### config.mk
export PLATFORM = sky130hd
export DESIGN_NAME = btx_result_fifo
export DESIGN_NICKNAME = d
export VERILOG_FILES = /design/src/design/btx_pkg.sv /design/src/design/btx_result_fifo.sv
export SDC_FILE = /design/constraint.sdc
export NUM_CORES = 2
export LEC_CHECK = 0
export ABC_AREA = 1
export BUFFER_PORTS_ARGS = -buffer_cell sky130_fd_sc_hd__buf_4
export CAP_MARGIN = 10
export CORE_ASPECT_RATIO = 0.6
export CORE_MARGIN = 2
export CORE_UTILIZATION = 40
export DETAILED_ROUTE_END_ITERATION = 12
export PLACE_DENSITY = 0.55
export SLEW_MARGIN = 30
export SYNTH_ARGS = -nofsm -noshare
export SYNTH_HDL_FRONTEND = slang
export SYNTH_SLANG_ARGS = --single-unit
export TNS_END_PERCENT = 50
### constraint.sdc
create_clock -name clock -period 12.7 [get_ports clock]
set_clock_uncertainty 0.1 [all_clocks]
set_input_delay 1.905 -clock clock [delete_from_list [all_inputs] [get_ports clock]]
set_output_delay 1.905 -clock clock [all_outputs]
set_load 0.02 [all_outputs]
### src/design/btx_pkg.sv
// Shared types, constants and helpers for the bilinear texture sampler.
// Depends on nothing; btx_texel_banks, btx_result_fifo and the top level import it.
package btx_pkg;

   // Default texture extents and the texel index width
   localparam int BTX_MAX_WIDTH  = 256;
   localparam int BTX_MAX_HEIGHT = 256;
   localparam int BTX_IDX_W      = 12;

   // Result queue depth (outstanding sample requests)
   localparam int BTX_RESULT_DEPTH = 16;

   // Register port
   localparam int BTX_CSR_IDX_W  = 3;
   localparam int BTX_CSR_DATA_W = 48;

   localparam logic [BTX_CSR_IDX_W-1:0] CSR_TEX_WIDTH      = 3'd0;
   localparam logic [BTX_CSR_IDX_W-1:0] CSR_TEX_HEIGHT     = 3'd1;
   localparam logic [BTX_CSR_IDX_W-1:0] CSR_DIFFUSE_COEFF  = 3'd2;
   localparam logic [BTX_CSR_IDX_W-1:0] CSR_SPECULAR_COEFF = 3'd3;
   localparam logic [BTX_CSR_IDX_W-1:0] CSR_REFLECT_COEFF  = 3'd4;

   // Request opcodes
   localparam logic OP_WRITE  = 1'b0;
   localparam logic OP_SAMPLE = 1'b1;

   typedef logic [23:0] btx_texel_type;

   // Texel write into the banked store
   typedef struct packed {
      logic          en;
      logic [7:0]    row;
      logic [7:0]    col;
      btx_texel_type rgb;
   } btx_wr_req_type;

   // The two columns and two rows of one 2x2 footprint
   typedef struct packed {
      logic [BTX_IDX_W-1:0] col0;
      logic [BTX_IDX_W-1:0] col1;
      logic [BTX_IDX_W-1:0] row0;
      logic [BTX_IDX_W-1:0] row1;
   } btx_rd_req_type;

   // Footprint texels: cXY, X = column step, Y = row step
   typedef struct packed {
      btx_texel_type c00;
      btx_texel_type c10;
      btx_texel_type c01;
      btx_texel_type c11;
   } btx_quad_type;

   typedef struct packed {
      logic [15:0] diffuse_r;
      logic [15:0] diffuse_g;
      logic [15:0] diffuse_b;
      logic [15:0] specular_r;
      logic [15:0] specular_g;
      logic [15:0] specular_b;
      logic [15:0] reflect_r;
      logic [15:0] reflect_g;
      logic [15:0] reflect_b;
   } btx_result_type;

   // Last usable texel index for an extent register, extent clamped to 2..max_ext
   function automatic logic [BTX_IDX_W-1:0] btx_extent_last(input logic [8:0] ext,
                                                           input int max_ext);
      logic [BTX_IDX_W-1:0] last;
      if (ext < 9'd2) begin
         last = BTX_IDX_W'(1);
      end else if (int'(ext) > max_ext) begin
         last = BTX_IDX_W'(max_ext - 1);
      end else begin
         last = BTX_IDX_W'(ext - 9'd1);
      end
      return last;
   endfunction

endpackage

### src/design/btx_result_fifo.sv
// Result queue between the sampling pipeline and the response channel.
// Register-based circular buffer; depends on btx_pkg.
module btx_result_fifo
   import btx_pkg::*;
#(
   parameter int DEPTH = BTX_RESULT_DEPTH
) (
   input  logic           clock,
   input  logic           reset,
   input  logic           push,
   input  btx_result_type push_data,
   input  logic           pop,
   output btx_result_type head,
   output logic           not_empty
);

   localparam int PTR_W = $clog2(DEPTH);
   localparam int CNT_W = $clog2(DEPTH + 1);

   btx_result_type   slot_ff [DEPTH];
   logic [PTR_W-1:0] wr_ptr_ff;
   logic [PTR_W-1:0] rd_ptr_ff;
   logic [CNT_W-1:0] count_ff;
   logic [PTR_W-1:0] wr_ptr_in;
   logic [PTR_W-1:0] rd_ptr_in;
   logic [CNT_W-1:0] count_in;

   function automatic logic [PTR_W-1:0] next_ptr(input logic [PTR_W-1:0] p);
      return (p == PTR_W'(DEPTH - 1)) ? '0 : p + PTR_W'(1);
   endfunction

   always_comb begin
      wr_ptr_in = push ? next_ptr(wr_ptr_ff) : wr_ptr_ff;
      rd_ptr_in = pop ? next_ptr(rd_ptr_ff) : rd_ptr_ff;
      count_in  = count_ff + CNT_W'(push) - CNT_W'(pop);
   end

   always_ff @(posedge clock) begin
      if (reset) begin
         wr_ptr_ff <= '0;
         rd_ptr_ff <= '0;
         count_ff  <= '0;
      end else begin
         wr_ptr_ff <= wr_ptr_in;
         rd_ptr_ff <= rd_ptr_in;
         count_ff  <= count_in;
      end
   end

   always_ff @(posedge clock) begin
      if (push) begin
         slot_ff[wr_ptr_ff] <= push_data;
      end
   end

   assign head      = slot_ff[rd_ptr_ff];
   assign not_empty = (count_ff != '0);

endmodule

Word level (Yosys, flattened, before mapping)
Memories as Yosys holds them, arrays and structs flattened. A register that Yosys moved wholly into a read port is not among the register bits.
Index checks and enable logic that the tools add are counted.
{ "classes": {"n_lt_le_gt_ge": 0, "reduce_logical": 1, "n_eq_ne": 2, "n_shift": 0, "bitwise": 0, "muxes": 6, "add_sub_neg": 4, "n_div": 0, "multipliers": 0} }
{ "op_table": {"columns": ["operator", "n"], "rows": [
  ["two-way mux 4 bit", 4],
  ["adder 4 x 1 -> 4 bit (second input constant)", 2],
  ["== test 4 bit (second input constant)", 2],
  ["adder 5 x 1 -> 5 bit", 1],
  ["nonzero test 5 bit", 1],
  ["subtractor 5 x 1 -> 5 bit", 1],
  ["two-way mux 1 bit", 2]
]} }
{ "totals": {"ram_bits": 2304, "out_inout_bits": 145, "rom_bits": 0, "ff_bits": 13, "latchBits": 0, "in_bits": 148, "n_memories": 1} }
{ "mem_list": {"columns": ["memory", "words", "width", "read_ports", "rd_clocked_by_memory_dff", "wr", "line", "text"], "rows": [
  ["slot_ff", 16, 144, 1, 1, 1, "btx_result_fifo.sv:20", "btx_result_type slot_ff [DEPTH];"]
]} }

Logic depth before layout (Yosys ltp)
{ "logic_depth": {"depth_word": 4, "ltp_mapped": 13} }

Worst setup path after synthesis
No wires, ideal clock.
{ "synth_path": {"path_type": "input port to flip-flop", "startpoint": "input push", "endpoint": "memory slot_ff[7][0] (netlist name), enable pin", "arrival_time_ns": 12.026, "setup_time_ns": 0.824, "setup_slack_ns": -0.250, "required_ns": 11.776, "stages": 3, "cell_sequence": "clkbuf_1 > nand2_1 > nor3_1"} }
{ "synth_via": {"elab_chain_len": 2} }
{ "synth_rtl": {"columns": ["item", "line", "text"], "rows": [
  ["start, declared", "btx_result_fifo.sv:10", "input logic push,"],
  ["two-way mux 1 bit", "btx_result_fifo.sv:51", "if (push) begin"],
  ["two-way mux 1 bit (not written as such)", "btx_result_fifo.sv:52", "slot_ff[wr_ptr_ff] <= push_data;"],
  ["end, declared", "btx_result_fifo.sv:20", null]
]} }
Every way passes these cells.

==> run summary <==
For this run, the detailed router's first-pass iteration total came to 6. The run finished with clean final reports. Along the worst path, the maximum fanout reaches 140.

Number of synthesis warnings: 0. The clock buffer count from CTS is 228, and the count of input and output buffers is 292. In this run the standard cell core region covers 0.239 mm^2.

The run gives 0.0959 mm^2 as the cell area after technology mapping. In this run the vertical extent of the chip is 383 um. The logs give 0 for the total overflow reported by the global router and 402 mm for the first-pass GRT wire length.

The run gives 0.453 as the final cell utilization of the core. After floorplanning, the core was divided into 139 placement rows. Prior to clock tree synthesis, the placed netlist has a worst setup slack of 6.29 ns. Via count of the first global-routing pass: 59500. The average via count per standard cell works out to 5.11.

At the end of the flow, the number of nets in the layout was 8828. The worst setup path is launched from a flip-flop. For the detailed placer's ending HPWL, the log shows 129 mm. The multiplexer share of the synthesized area came out at 0.

The post-cts sizing count is 0. The library cells used most frequently in the layout, excluding fill and tap cells, are sky130_fd_sc_hd__nand2_1 (3158), sky130_fd_sc_hd__edfxtp_1 (2304), sky130_fd_sc_hd__nand3_1 (1663). Setup total negative slack on the finished layout was measured at 0 ns. Hold is met by 0.430 ns. The post-synthesis xor/xnor area fraction is 0.000183, and the initial core utilization is 0.402. The number of DRC markers in iteration 0 was 6089; the required arrival time at the worst endpoint was 10.69 ns. The actual slew at the worst max-slew pin works out to 1.05 ns. STA puts the critical path data arrival time at 4.84 ns. For the leakage power of the design, the log shows 0.0422 uW. TritonCTS built the clock tree. For the overall die area, the log shows 0.244 mm^2. The relative slew slack was 0.300.

By area, the combinational part of the netlist is dominated by simple AND/OR/NAND/NOR gates. The post-synthesis share of cell area spent on and, or, nand and nor gates was 0.213; the count of clock tree sinks was 2321. The count of pins over their slew limit is 0. Setup repair after global routing left no endpoint under its margin.

For this run, design rule violations remaining after detail routing come to 0. Buffers inserted to repair hold after CTS numbered 0. The worst path setup slack after routing is 5.86 ns, and the fraction of final layout cells sized beyond drive strength 1 is 0.0849. Fraction of the mapped netlist area in adder cells: 0.00164.

Pin placement for this block handled 293 I/O pins. The global-route usage over all layers is 0.220, and the post-synthesis area per instance is 11.3 um^2. Setup violations remaining at the end of the flow were counted as 0. Across the VDD grid, the largest voltage drop is 0.121 mV. Clock tree root driver cell: sky130_fd_sc_hd__clkbuf_16.

Max-cap violations in this run came to 0. The largest net degree at the start of global routing was 217. The critical path is of the flip-flop to primary output type. The width of the chip was 636 um; the complex-gate fraction of the synthesized area was 0.000731. The maximum clock rate is 146 MHz, and the cell depth of the worst hold path is 2. For this block, the routed nets add up to 273 mm of wire.

The worst setup path is captured at a primary output. The run gives 8678 as the net count of the mapped netlist. For the maximum root-to-sink buffer count, the log shows 4. The number of distinct library cell variants in the gate-level netlist after synthesis is 22, and the post-CTS setup-driven buffer insertion count is 0. The clock reaches the later pin of the worst-skew pair after 0.83 ns. Most common cell after layout, fill and taps aside: sky130_fd_sc_hd__nand2_1.

At the end of routability-driven placement, the weighted congestion stood at 0.748. The completed layout was analyzed and its total power is 16500 uW. The growth of design area from synthesis to finish is 12.7%, and the count of vias placed by the detailed router is 61500. For the worst flop-to-flop path, the logic depth is 6.

The hold violation count in the final report is 0, and the post-route minimum period is 6.84 ns. Dividing the detail-routed wire length by the instance count gives 22.7 um. Count of nets left with antenna violations after detail routing: 0.

The cell count after synthesis came out at 8518. The clock tree synthesis step divided the H-tree into 4 levels. The number of antenna violations at the first check in global routing is 29, and the fraction of the cycle the final worst path needs is 0.539. The worst hold path belongs to the class flip-flop to flip-flop. The fraction of the yosys area taken by sequential cells was 0.725; the total power per unit cell area was 153 mW/mm^2. The count of state elements after synthesis was 2321. After clock tree synthesis, the clock-pin slew on the worst setup and hold paths is 0.06 ns.
-- sequential cells by signal, summed over array words and instances, names as in the netlist, named ones only --
signal	flops
slot_ff	2304
wr_ptr_ff	4
rd_ptr_ff	4
count_ff	5
-- synthesized netlist by cell type (all sizes together) --
master / instances / area, um^2
ha: 11 / 138
fa: 1 / 20.0
buf: 346 / 2120
edfxtp: 2304 / 69200
nor3: 4 / 20.0
nand2: 3158 / 11900
xor2: 2 / 17.5
inv: 813 / 3050
clkbuf: 132 / 495
a21oi: 10 / 50.1
nand3: 1663 / 8320
o21ai: 4 / 20.0
nor2: 28 / 105
or2: 25 / 156
dfxtp: 17 / 340
-- metal layers --
metal | up-vias | global-route usage | routed length [um]
met5 | - | 0 | 97
met4 | 16 | 0.0510 | 5940
met3 | 379 | 0.0312 | 15500
met2 | 1801 | 0.352 | 125000
met1 | 30400 | 0.319 | 127000
li1 | 28900 | - | -
-- final timing paths --
check / start / slack (ns) / to
max: flip-flop / 5.86 / head[42]
min: rd_ptr_ff[3] / 0.43 / flip-flop
min reg2reg: rd_ptr_ff[3] / 0.43 / flip-flop
max reg2reg: wr_ptr_ff[0] / 8.88 / slot_ff[3][87]
-- metrics by stage --
stage / instance area (um^2) / cells
global placement: 100000 / 11600
floorplan: 95900 / 8518
global route: 108000 / 12000
finish: 108000 / 12000
detailed placement: 101000 / 11600
CTS: 108000 / 12000
-- layout make-up --
class                           instances  area (um^2)
Clock buffer                          285         6020
Clock inverter                        123         1100
Fill cell                           21700       131000
Sequential cell                      2321        69500
Tap cell                             3172         3970
Inverter                              813         3100
Antenna cell                            8         20.0
Multi-Input combinational cell       4906        20800
Timing Repair Buffer                  398         3490
-- critical path, stage by stage, from the launching register on --
cell                      delay [ns]
sky130_fd_sc_hd__dfxtp_4        0.47
sky130_fd_sc_hd__inv_8          0.59
sky130_fd_sc_hd__buf_4          0.83
sky130_fd_sc_hd__buf_4          0.77
sky130_fd_sc_hd__nand2_1        0.13
sky130_fd_sc_hd__nand3_1        0.12
sky130_fd_sc_hd__nand3_1        0.08
sky130_fd_sc_hd__nand2_1        0.09
sky130_fd_sc_hd__nand2_1        0.05
sky130_fd_sc_hd__nand2_1        0.32
sky130_fd_sc_hd__buf_4          0.22
-- cell families after synthesis --
group,after synthesis
AO/OA/AOI/OAI,14
flip-flops,2321
AND/OR/NAND/NOR,4878
buffers and inverters,1291
adder cells (fa/ha/maj),12
XOR/XNOR,2
-- report_power, final --
| part | total, uW | switching (uW) | internal [uW] |
|---|---|---|---|
| registers | 8540 | 28.9 | 8510 |
| clock network | 6640 | 2890 | 3750 |
| logic | 1360 | 969 | 395 |
| total | 16500 | 3890 | 12600 |
Note: power is estimated with default switching activity, not from simulation.
